===== config.mk =====
export PLATFORM = sky130hd
export DESIGN_NAME = ordered_varint_decoder_unit_flat
export DESIGN_NICKNAME = d
export VERILOG_FILES = /design/src/rtl/ovd_pkg.sv /design/src/rtl/ovd_stream_if.sv /design/src/rtl/ordered_varint_decoder_unit.sv /design/src/flat_wrapper.sv
export SDC_FILE = /design/constraint.sdc
export NUM_CORES = 1
export LEC_CHECK = 0
export ABC_CLOCK_PERIOD_IN_PS = 5600
export BUFFER_PORTS_ARGS = -buffer_cell sky130_fd_sc_hd__clkbuf_2
export CELL_PAD_IN_SITES_DETAIL_PLACEMENT = 0
export CELL_PAD_IN_SITES_GLOBAL_PLACEMENT = 1
export CORE_MARGIN = 1.5
export CORE_UTILIZATION = 46
export CTS_CLUSTER_SIZE = 28
export DETAILED_ROUTE_END_ITERATION = 6
export PLACE_DENSITY_LB_ADDON = 0.1
export SETUP_SLACK_MARGIN = 0.2
export SLEW_MARGIN = 20
export SYNTH_ARGS = -nofsm -noshare
export SYNTH_HDL_FRONTEND = slang
export SYNTH_SLANG_ARGS = --single-unit

===== constraint.sdc =====
create_clock -name clk -period 5.6 [get_ports clk]
set_clock_uncertainty 0.1 [all_clocks]
set_input_delay 0.28 -clock clk [delete_from_list [all_inputs] [get_ports clk]]
set_output_delay 0.28 -clock clk [all_outputs]
set_load 0.02 [all_outputs]

===== src/rtl/ovd_pkg.sv =====
// ============================================================================
// ovd_pkg
// Shared types and constants of the ordered prefix varint decoder: field
// widths, result status codes, code lengths and shortest-form limits.
// ============================================================================
package ovd_pkg;

    // payload widths
    localparam int BYTE_W   = 8;
    localparam int VALUE_W  = 64;
    localparam int COUNT_W  = 4;
    localparam int STATUS_W = 3;

    // result status codes
    typedef enum logic [STATUS_W-1:0] {
        ST_OK       = 3'd0,
        ST_BAD_LEAD = 3'd1,
        ST_NONCANON = 3'd2,
        ST_TRUNC    = 3'd3,
        ST_RANGE    = 3'd4
    } status_t;

    // code lengths in bytes
    localparam logic [COUNT_W-1:0] LEN_1 = 4'd1;
    localparam logic [COUNT_W-1:0] LEN_2 = 4'd2;
    localparam logic [COUNT_W-1:0] LEN_3 = 4'd3;
    localparam logic [COUNT_W-1:0] LEN_4 = 4'd4;
    localparam logic [COUNT_W-1:0] LEN_6 = 4'd6;
    localparam logic [COUNT_W-1:0] LEN_9 = 4'd9;

    // leading byte of the nine-byte forms
    localparam logic [BYTE_W-1:0] LEAD_U9 = 8'hF8;
    localparam logic [BYTE_W-1:0] LEAD_N9 = 8'h0F;

    // smallest value that needs the unsigned form of each length
    localparam logic [VALUE_W-1:0] LIM_U2 = 64'h0000_0000_0000_0040;
    localparam logic [VALUE_W-1:0] LIM_U4 = 64'h0000_0000_0000_2000;
    localparam logic [VALUE_W-1:0] LIM_U6 = 64'h0000_0000_1000_0000;
    localparam logic [VALUE_W-1:0] LIM_U9 = 64'h0000_0800_0000_0000;

    // negative forms: values at or above these fit a shorter form
    localparam logic [VALUE_W-1:0] LIM_N3 = 64'hFFFF_FFFF_FFFF_FFC0;
    localparam logic [VALUE_W-1:0] LIM_N6 = 64'hFFFF_FFFF_FFE0_0000;
    localparam logic [VALUE_W-1:0] LIM_N9 = 64'hFFFF_F000_0000_0000;

endpackage


===== src/rtl/ovd_stream_if.sv =====
// ============================================================================
// ovd_stream_if
// Valid/ready channels of the decoder: the encoded byte stream going in and
// the decoded results coming out.
// ============================================================================
interface ovd_byte_if;
    logic                      valid;
    logic                      ready;
    logic [ovd_pkg::BYTE_W-1:0] data_byte;
    logic                      buffer_end;

    modport source (output valid, output data_byte, output buffer_end, input ready);
    modport sink   (input valid, input data_byte, input buffer_end, output ready);
endinterface

interface ovd_result_if;
    logic                        valid;
    logic                        ready;
    logic [ovd_pkg::VALUE_W-1:0]  value;
    logic [ovd_pkg::COUNT_W-1:0]  byte_count;
    logic [ovd_pkg::STATUS_W-1:0] status;

    modport source (output valid, output value, output byte_count, output status,
                    input ready);
    modport sink   (input valid, input value, input byte_count, input status,
                    output ready);
endinterface


===== src/rtl/ordered_varint_decoder_unit.sv =====
// ============================================================================
// ordered_varint_decoder_unit
// Byte-serial decoder for order-preserving prefix-coded 64-bit integers.
// ============================================================================
// One byte request is taken per clock cycle, back to back, for as long as the
// result register is empty or being drained in the same cycle. Each byte goes
// through a single pass of logic that updates the code state (accumulator,
// bytes remaining, code length, sign form) and, when a code completes or
// fails, loads the result register; a result appears in the cycle after its last
// byte and holds until taken. Codes are 1, 2, 3, 4, 6 or 9 bytes long; errors
// report value zero and the bytes taken, and the next byte is read as a new
// leading byte. signed_mode is written through cfg_wr_en/cfg_wr_data; the user
// must write it only while no code is in progress (not enforced by the block);
// a mid-code change affects only the out-of-range check of the final byte.
module ordered_varint_decoder_unit (
    input  logic               clk,
    input  logic               rst_n,
    ovd_byte_if.sink           code_byte,
    ovd_result_if.source       result,
    input  logic               cfg_wr_en,
    input  logic               cfg_wr_data
);

    localparam int VW = ovd_pkg::VALUE_W;
    localparam int BW = ovd_pkg::BYTE_W;
    localparam int CW = ovd_pkg::COUNT_W;

    // code state
    logic [VW-1:0] acc_reg, acc_next;
    logic [CW-1:0] rem_reg, rem_next;
    logic [CW-1:0] len_reg, len_next;
    logic          neg_reg, neg_next;
    logic          signed_mode_reg;

    // result register
    logic                         out_valid_reg;
    logic [VW-1:0]                out_value_reg;
    logic [CW-1:0]                out_count_reg;
    ovd_pkg::status_t             out_status_reg;

    logic                         accept;
    logic                         emit;
    logic [VW-1:0]                emit_value;
    logic [CW-1:0]                emit_count;
    ovd_pkg::status_t             emit_status;

    logic [BW-1:0]                b;
    logic [VW-1:0]                shifted;
    logic [CW-1:0]                rem_dec;
    logic [VW-1:0]                lim_u;
    logic [VW-1:0]                lim_n;

    assign code_byte.ready = !out_valid_reg || result.ready;
    assign accept          = code_byte.valid && code_byte.ready;
    assign b               = code_byte.data_byte;
    assign shifted         = {acc_reg[VW-BW-1:0], b};
    assign rem_dec         = rem_reg - CW'(1);

    // shortest-form limits for the code in progress
    always_comb
    begin
        case (len_reg)
            ovd_pkg::LEN_2: lim_u = ovd_pkg::LIM_U2;
            ovd_pkg::LEN_4: lim_u = ovd_pkg::LIM_U4;
            ovd_pkg::LEN_6: lim_u = ovd_pkg::LIM_U6;
            default:        lim_u = ovd_pkg::LIM_U9;
        endcase
        case (len_reg)
            ovd_pkg::LEN_3: lim_n = ovd_pkg::LIM_N3;
            ovd_pkg::LEN_6: lim_n = ovd_pkg::LIM_N6;
            default:        lim_n = ovd_pkg::LIM_N9;
        endcase
    end

    // per-byte decode step
    always_comb
    begin
        acc_next    = acc_reg;
        rem_next    = rem_reg;
        len_next    = len_reg;
        neg_next    = neg_reg;
        emit        = 1'b0;
        emit_value  = '0;
        emit_count  = ovd_pkg::LEN_1;
        emit_status = ovd_pkg::ST_OK;

        if (accept)
        begin
            if (rem_reg == '0)
            begin
                // leading byte: pick length and sign form
                if (b[7:6] == 2'b10)
                begin
                    emit       = 1'b1;
                    emit_value = {{(VW-6){1'b0}}, b[5:0]};
                end
                else if (signed_mode_reg && b[7:6] == 2'b01)
                begin
                    emit       = 1'b1;
                    emit_value = {{(VW-6){1'b1}}, b[5:0]};
                end
                else
                begin
                    if (b[7:5] == 3'b110)
                    begin
                        len_next = ovd_pkg::LEN_2;
                        acc_next = {{(VW-5){1'b0}}, b[4:0]};
                        neg_next = 1'b0;
                    end
                    else if (b[7:4] == 4'b1110)
                    begin
                        len_next = ovd_pkg::LEN_4;
                        acc_next = {{(VW-4){1'b0}}, b[3:0]};
                        neg_next = 1'b0;
                    end
                    else if (b[7:3] == 5'b11110)
                    begin
                        len_next = ovd_pkg::LEN_6;
                        acc_next = {{(VW-3){1'b0}}, b[2:0]};
                        neg_next = 1'b0;
                    end
                    else if (b == ovd_pkg::LEAD_U9)
                    begin
                        len_next = ovd_pkg::LEN_9;
                        acc_next = '0;
                        neg_next = 1'b0;
                    end
                    else if (signed_mode_reg && b[7:5] == 3'b001)
                    begin
                        len_next = ovd_pkg::LEN_3;
                        acc_next = {{(VW-5){1'b1}}, b[4:0]};
                        neg_next = 1'b1;
                    end
                    else if (signed_mode_reg && b[7:4] == 4'b0001)
                    begin
                        len_next = ovd_pkg::LEN_6;
                        acc_next = {{(VW-4){1'b1}}, b[3:0]};
                        neg_next = 1'b1;
                    end
                    else if (signed_mode_reg && b == ovd_pkg::LEAD_N9)
                    begin
                        len_next = ovd_pkg::LEN_9;
                        acc_next = '0;
                        neg_next = 1'b1;
                    end
                    else
                    begin
                        emit        = 1'b1;
                        emit_status = ovd_pkg::ST_BAD_LEAD;
                    end

                    if (!emit)
                    begin
                        if (code_byte.buffer_end)
                        begin
                            emit        = 1'b1;
                            emit_status = ovd_pkg::ST_TRUNC;
                        end
                        else
                        begin
                            rem_next = len_next - CW'(1);
                        end
                    end
                end
            end
            else
            begin
                // continuation byte
                acc_next = shifted;
                rem_next = rem_dec;
                if (rem_dec == '0)
                begin
                    emit       = 1'b1;
                    emit_count = len_reg;
                    if (neg_reg)
                    begin
                        if ($signed(shifted) >= $signed(lim_n))
                            emit_status = ovd_pkg::ST_NONCANON;
                        else
                            emit_value = shifted;
                    end
                    else
                    begin
                        if (shifted < lim_u)
                            emit_status = ovd_pkg::ST_NONCANON;
                        else if (signed_mode_reg && shifted[VW-1])
                            emit_status = ovd_pkg::ST_RANGE;
                        else
                            emit_value = shifted;
                    end
                end
                else if (code_byte.buffer_end)
                begin
                    emit        = 1'b1;
                    emit_count  = len_reg - rem_dec;
                    emit_status = ovd_pkg::ST_TRUNC;
                end
            end

            // any result ends the code
            if (emit)
            begin
                acc_next = '0;
                rem_next = '0;
                len_next = '0;
                neg_next = 1'b0;
            end
        end
    end

    // code state and mode register
    always_ff @(posedge clk or negedge rst_n)
    begin
        if (!rst_n)
        begin
            acc_reg         <= '0;
            rem_reg         <= '0;
            len_reg         <= '0;
            neg_reg         <= 1'b0;
            signed_mode_reg <= 1'b0;
        end
        else
        begin
            acc_reg <= acc_next;
            rem_reg <= rem_next;
            len_reg <= len_next;
            neg_reg <= neg_next;
            if (cfg_wr_en)
                signed_mode_reg <= cfg_wr_data;
        end
    end

    // result valid
    always_ff @(posedge clk or negedge rst_n)
    begin
        if (!rst_n)
            out_valid_reg <= 1'b0;
        else if (emit)
            out_valid_reg <= 1'b1;
        else if (result.ready)
            out_valid_reg <= 1'b0;
    end

    // result payload
    always_ff @(posedge clk)
    begin
        if (emit)
        begin
            out_value_reg  <= emit_value;
            out_count_reg  <= emit_count;
            out_status_reg <= emit_status;
        end
    end

    assign result.valid      = out_valid_reg;
    assign result.value      = out_value_reg;
    assign result.byte_count = out_count_reg;
    assign result.status     = out_status_reg;

endmodule

===== src/flat_wrapper.sv =====
// flat-port wrapper written by rule: the top's interface ports become plain ports
module ordered_varint_decoder_unit_flat 
  (clk, rst_n, cfg_wr_en, cfg_wr_data, code_byte_valid, code_byte_data_byte, code_byte_buffer_end, code_byte_ready, result_valid, result_value, result_byte_count, result_status, result_ready);
  ovd_byte_if code_byte_i ();
  ovd_result_if result_i ();
  input  logic clk;
  input  logic rst_n;
  input  logic cfg_wr_en;
  input  logic cfg_wr_data;
  input wire logic [$bits(code_byte_i.valid)-1:0] code_byte_valid;
  input wire logic [$bits(code_byte_i.data_byte)-1:0] code_byte_data_byte;
  input wire logic [$bits(code_byte_i.buffer_end)-1:0] code_byte_buffer_end;
  output wire logic [$bits(code_byte_i.ready)-1:0] code_byte_ready;
  output wire logic [$bits(result_i.valid)-1:0] result_valid;
  output wire logic [$bits(result_i.value)-1:0] result_value;
  output wire logic [$bits(result_i.byte_count)-1:0] result_byte_count;
  output wire logic [$bits(result_i.status)-1:0] result_status;
  input wire logic [$bits(result_i.ready)-1:0] result_ready;
  assign code_byte_i.valid = code_byte_valid;
  assign code_byte_i.data_byte = code_byte_data_byte;
  assign code_byte_i.buffer_end = code_byte_buffer_end;
  assign code_byte_ready = code_byte_i.ready;
  assign result_valid = result_i.valid;
  assign result_value = result_i.value;
  assign result_byte_count = result_i.byte_count;
  assign result_status = result_i.status;
  assign result_i.ready = result_ready;
  ordered_varint_decoder_unit u_core (.clk(clk), .rst_n(rst_n), .code_byte(code_byte_i), .result(result_i), .cfg_wr_en(cfg_wr_en), .cfg_wr_data(cfg_wr_data));
endmodule

# [Word level (Yosys, flattened, before mapping)]
# Cells that the tools add are included.
[totals] ramBits=0 regBits=138 latch_bits=0 rom_bits=0 output_inout_bits=73 n_memories=0 input_bits=15
[op_classes] n_div=0 n_addsub=3 n_mux=94 n_reduce_logical=18 eq_ne=20 shift=0 order_cmp=2 n_bitwise=1 multipliers=0
[ops] operator="two-way mux 56 bit" count=11
[ops] operator="two-way mux 64 bit" count=8
[ops] operator="one-hot mux 44 bit (3 select lines)" count=1
[ops] operator="two-way mux 4 bit" count=23
[ops] operator="one-hot mux 44 bit (2 select lines)" count=1
[ops] operator=">= comparator 64 x 45 -> 1 bit" count=1
[ops] operator="< comparator 64 x 44 -> 1 bit" count=1
[ops] operator="two-way mux 3 bit" count=15
[ops] operator="two-way mux 1 bit" count=33
[ops] operator="!= test 3 bit (second input constant)" count=4
[ops] operator="AND reduction 5 bit" count=2
[ops] operator="!= test 9 bit (second input constant)" count=1
[ops] operator="equality test 4 x 2 -> 1 bit (second input constant)" count=2
[ops] operator="equality test 4 x 3 -> 1 bit (second input constant)" count=2
[ops] operator="equality test 8 x 4 -> 1 bit (second input constant)" count=1
[ops] operator="equality test 8 bit (second input constant)" count=1
[ops] operator="zero test 4 bit" count=2
[ops] operator="AND reduction 4 bit" count=2
[ops] operator="nonzero test 8 bit" count=1
[ops] operator="subtractor 4 x 1 -> 4 bit (second input constant)" count=2
[ops] operator="logical AND 1 bit" count=6
[ops] operator="equality test 5 bit (second input constant)" count=1
[ops] operator="equality test 4 x 1 -> 1 bit (second input constant)" count=1
[ops] operator="equality test 4 bit (second input constant)" count=1
[ops] operator="12 further kinds" count=15

# [Depth between registers and ports, before layout]
[depth] ltp_word=20 mapped_depth=13 mapped_depth_nobuf=10

# [Least setup slack after synthesis]
# No wires, ideal clock.
[synth_path] kind="register -> register" startpoint="register u_core.rem_reg[0]" endpoint="register u_core.out_count_reg[0] (netlist: u_core.result.byte_count[0]) (enable)" setup_time_ps=500 stages_incl_launch_ff=10 path_buffers=2 path_slack_ps=475 t_required_ps=5000 arrival_time_ps=4525 cell_sequence="dfrtp_1 > inv_1 > ha_1 > and3b_1 > a41oi_1 > nor2b_1 > buf_2 > o31ai_1 > buf_2 > nor2_1"
[synth_between] elab_chain_cells=6 elab_cells_between_ends=7
[synth_lines] element="from (decl)" line_no="ordered_varint_decoder_unit.sv:30" text="logic [CW-1:0] rem_reg, rem_next;"
[synth_lines] element="from (signal assigned)" line_no="ordered_varint_decoder_unit.sv:225" text="rem_reg <= rem_next;"
[synth_lines] element="subtractor 4 x 1 -> 4 bit" line_no="ordered_varint_decoder_unit.sv:57" text="assign rem_dec = rem_reg - CW'(1);"
[synth_lines] element="zero test 4 bit" line_no="ordered_varint_decoder_unit.sv:171" text="if (rem_dec == '0)"
[synth_lines] element="two-way mux 1 bit" line_no="ordered_varint_decoder_unit.sv:171"
[synth_lines] element="two-way mux 1 bit (*)" line_no="ordered_varint_decoder_unit.sv:89" text="if (rem_reg == '0)"
[synth_lines] element="two-way mux 1 bit (*) (2 in a row)" line_no="ordered_varint_decoder_unit.sv:87" text="if (accept)"
[synth_lines] element="via u_core.emit" line_no="ordered_varint_decoder_unit.sv:42" text="logic emit;"
[synth_lines] element="to (signal assigned)" line_no="ordered_varint_decoder_unit.sv:250" text="out_count_reg <= emit_count;"
[synth_lines] element="to (decl)" line_no="ordered_varint_decoder_unit.sv:38" text="logic [CW-1:0] out_count_reg;"
# The timed path passes the listed nets; every way through them passes the cells marked *. The select of a mux whose other input is x is not followed.
# A chain may end at the register's enable or synchronous reset.

# [Final worst setup path]
[layout_path] startpoint="register u_core.len_reg[1]" endpoint="register u_core.out_status_reg[1] (netlist: u_core.result.status[1]) (data pin)"
[layout_between] elab_chain_cells=7 elab_cells_between_ends=13
[layout_lines] element="from (decl)" line_no="ordered_varint_decoder_unit.sv:31" text="logic [CW-1:0] len_reg, len_next;"
[layout_lines] element="from (signal assigned)" line_no="ordered_varint_decoder_unit.sv:226" text="len_reg <= len_next;"
[layout_lines] element="equality test 4 x 3 -> 1 bit (tied with other cells)" line_no="ordered_varint_decoder_unit.sv:62, ordered_varint_decoder_unit.sv:68"
[layout_lines] element="one-hot mux 44 bit (3 select lines) / one-hot mux 44 bit (2 select lines) (equally long branches)" line_no="ordered_varint_decoder_unit.sv:62, ordered_varint_decoder_unit.sv:68"
[layout_lines] element="< comparator 64 x 44 -> 1 bit / >= comparator 64 x 45 -> 1 bit (equally long branches)" line_no="ordered_varint_decoder_unit.sv:184, ordered_varint_decoder_unit.sv:177"
[layout_lines] element="two-way mux 3 bit / two-way mux 2 bit (equally long branches)" line_no="ordered_varint_decoder_unit.sv:184, ordered_varint_decoder_unit.sv:177"
[layout_lines] element="two-way mux 3 bit (*)" line_no="ordered_varint_decoder_unit.sv:175" text="if (neg_reg)"
[layout_lines] element="two-way mux 3 bit (*)" line_no="ordered_varint_decoder_unit.sv:171"
[layout_lines] element="two-way mux 3 bit (*)" line_no="ordered_varint_decoder_unit.sv:89"
[layout_lines] element="to (signal assigned)" line_no="ordered_varint_decoder_unit.sv:251" text="out_status_reg <= emit_status;"
[layout_lines] element="to (decl)" line_no="ordered_varint_decoder_unit.sv:39" text="ovd_pkg::status_t out_status_reg;"
# Mark *: on every way between the ends. The rest lies on a longest branch, timed or not.

==> qor.yml <==
synthesis:
  ys_top_cells_by_count: "102 x nand2_1, 71 x edfxtp_1, 71 x o31ai_1"
  synth_top_family_by_area: "compound AO/OA/AOI/OAI gates"
  synth-compound-area-share_pct: 19.8
  yosys.area.top_type: "edfxtp_1"
  synth-async-reset-ratio_pct: 48.6
  synth_cell_types: 67
  synth_most_common_cell: "nand2_1"
  synthTopCellsByArea: "edfxtp_1 28%, dfrtp_1 22%, ha_1 7.7%"
  synth_nets: 804
  synth_flop_cell: "edfxtp_1"
  synth-edff-count: 71
  netlist_instances: 741
  synth_seq_cells: 138
  synthSimpleGateAreaFrac_pct: 17.3
  netlist_area_um2: 7670
  netlist.area_leader.share_pct: 27.8
  muxShareOfSynthArea_pct: 0
  synthAdderAreaFrac_pct: 7.92
  yosys_warnings: 0
  synth_xor_area_share_pct: 0.342
  syn_avg_cell_area_um2: 10.4
  synth-seq-area-share_pct: 49.6
cells_and_area:
  largest_reg_flops: 64
  fin_nets: 864
  fill_cells: 1487
  drive_gt1_share_pct: 23.8
  fin_area_um2: 8830
  area_delta_synth_final_pct: 15.1
  antennaDiodeCount: 0
timing:
  rsz0062_at_grt: "no"
  finalMaxSlewViolations: 0
  final-setup-viol-count: 0
  hold_viol: 0
  relSlewSlack_pct: 40.4
  fin_setup_tns_ns: 0
  finalCritPeriodShare_pct: 82.6
  finalWorstSetupSlack_ns: 0.973
  hold_slack_ns: 0.0425
  worst_slew_pin_slew_ns: 0.892
  max_freq_mhz: 216
  period_minus_slack_ns: 4.63
worst_setup_path:
  required_ns: 5.67
  cpMostUsedCell: "inv_1"
  reg2regPathDepth: 10
  crit_path_max_incr_delay_ns: 0.67
  crit_arrival_ns: 4.70
  r2r_setup_slack_ns: 0.97
  reg2reg_to: "u_core.result.status[1]"
  reg2reg_from: "u_core.len_reg[1]"
  cp-end-kind: "flop"
  crit_type: "flop to flop"
  critPathBufInv: 3
  startpoint_type: "flop"
  crit_fanout: 42
  path_cells: "inv_1, nor4_1, inv_1, ha_1, a21o_1, a221o_1, a221oi_1, a31oi_4, buf_12, o311a_1"
  cpLargestDelayFamily: "compound AO/OA/AOI/OAI gates"
  cp_slowest_cell: "nor4_1"
place:
  dpl.hpwl_um: 13200
  dpl_cell_area_um2: 8220
  gp_congestion: 0.887
  dp_slack_ns: 0.988
  io_buffer_count: 87
power_and_ir_drop:
  p_sw_share_pct: 40.8
  leakage_uw: 0.00345
  combPwrFrac_pct: 37.0
  switching_power_uw: 1870
  power_density_nw_per_um2: 518
  p_seq_share_pct: 39.8
  clock_power_share_pct: 23.2
  peakVddDrop_mv: 0.452
  intPower_uw: 2710
floorplanning:
  io_pins: 88
  design.core.area_um2: 16500
  fp.dieH_um: 132
  fp.dieW_um: 132
  die_area_um2: 17500
  rows: 47
  initial_core_util_pct: 46.6
detailed_routing:
  via_count: 6146
  drt_iter0_markers: 492
  dr.pass1.iters: 5
  wl_per_cell_um: 18.8
  routed_via_density: 5.94
  drtAntennaViolNets: 0
  drt_drc_violations_left: 0
  wl_um: 19400
hold_path:
  hp-start: "code_byte_data_byte[2]"
  hold_path_depth: 2
  holdPathEnd: "u_core.acc_reg[2]"
  min_path_type: "input pin to flop"
job:
  drv_cap: 0
global_routing:
  grt_usage_pct: 23.3
  grt_antenna_before_repair: 0
  grt_remaining_overflow: 0
  grt_pass1_vias: 6050
  grt_pass1_wl_um: 32200
  grt_max_degree: 68
clocking:
  cts_htree_levels: 4
  cts_buffers: 17
  cts_buffer_depth: 2
  cts.sinks: 138
  cts_tree: "yes"
  post-cts-setup-buffer-count: 0
  clk_pin_slew_ns: 0.06
  clock_latency_ns: 0.42
  root_buffer: "clkbuf_16"
outcome:
  status: "finished, final reports clean"
metrics by stage:
| step | utilization (%) | instances | total power, uW |
|---|---|---|---|
| 2_1_floorplan | - | 741 | 3030 |
| 3_3_place_gp | 49.9 | 999 | 3480 |
| 3_5_place_dp | 49.9 | 999 | 3530 |
| 4_1_cts | 53.5 | 1034 | 4600 |
| 5_1_grt | 53.6 | 1034 | 4900 |
| 6_report | 53.6 | 1034 | 4570 |
final cells by class:
class	count	area, um^2	area share, %
flip-flops and latches	138	3810	43.1
multi-input cells	526	3540	40.1
repair buffers	100	578	6.54
clock buffers	18	439	4.97
well taps	220	275	3.12
clock inverters	14	124	1.40
inverters	18	67.6	0.765
worst max-delay path by stage:
stage	from	endpoint	cells after the start
after floorplan	u_core.rem_reg[0]	u_core.result.byte_count[0]	9
after global placement	u_core.len_reg[1]	u_core.result.value[6]	11
after detailed placement	u_core.len_reg[1]	u_core.result.value[7]	11
after CTS	u_core.len_reg[1]	u_core.result.value[62]	11
after global routing	u_core.len_reg[1]	u_core.result.value[7]	11
final	u_core.len_reg[1]	u_core.result.status[1]	10
what timing repair did:
item / 4_1_cts / 5_1_grt
hold buffers: 3 / 0
hold endpoints to repair: 17 / 0
endpoints found under the setup margin: 0 / 0
gates resized for setup: 0 / 0
cells by family after synthesis:
logic type | Yosys count
AND/OR/NAND/NOR | 260
adder cells (fa/ha/maj) | 48
XOR/XNOR | 3
flip-flops | 138
buffers and inverters | 77
AO/OA/AOI/OAI | 215
worst reg2reg max path, delay by kind of cell, from the launching register on:
| kind | cells | cell delay, ns |
|---|---|---|
| AO/OA/AOI/OAI | 5 | 1.67 |
| AND/OR/NAND/NOR | 1 | 0.67 |
| adder cells (fa/ha/maj) | 1 | 0.42 |
| buffers and inverters | 3 | 0.91 |
| flip-flops | 1 | 0.60 |
power by group through the flow:
stage / sequential [uW] / clock, uW / combinational, uW
after global routing: 1870 / 1120 / 1900
after global placement: 1840 / 0 / 1640
after detailed placement: 1840 / 0 / 1690
after floorplan: 1830 / 0 / 1190
final: 1820 / 1060 / 1690
after CTS: 1820 / 1080 / 1700
cell usage in the layout (no fill, tap or decap), drive strengths merged, types with 3 or more instances in the layout:
master,n
o2111ai,3
and2,4
edfxtp,71
clkbuf,105
nor2,71
dfrtp,67
nand2,102
nor4,17
a32oi,3
buf,10
clkinv,8
nand2b,3
o21ai,21
ha,47
nor2b,3
o31ai,72
a211oi,3
and3,4
or3,3
nand3,14
nor3,9
o22ai,53
clkinvlp,4
inv,19
a21oi,27
a31oi,3
a22o,3
dlygate4sd3,3
a21o,4
nand4,19
layer usage:
metal | global-route usage, % | wire [um] | up-vias
li1 | - | - | 2943
met1 | 31.2 | 8710 | 2977
met3 | 3.88 | 908 | 43
met2 | 37.8 | 9320 | 183
met4 | 9.32 | 490 | 0
met5 | 0 | 0 | -
Note: power is estimated with default switching activity, not from simulation.
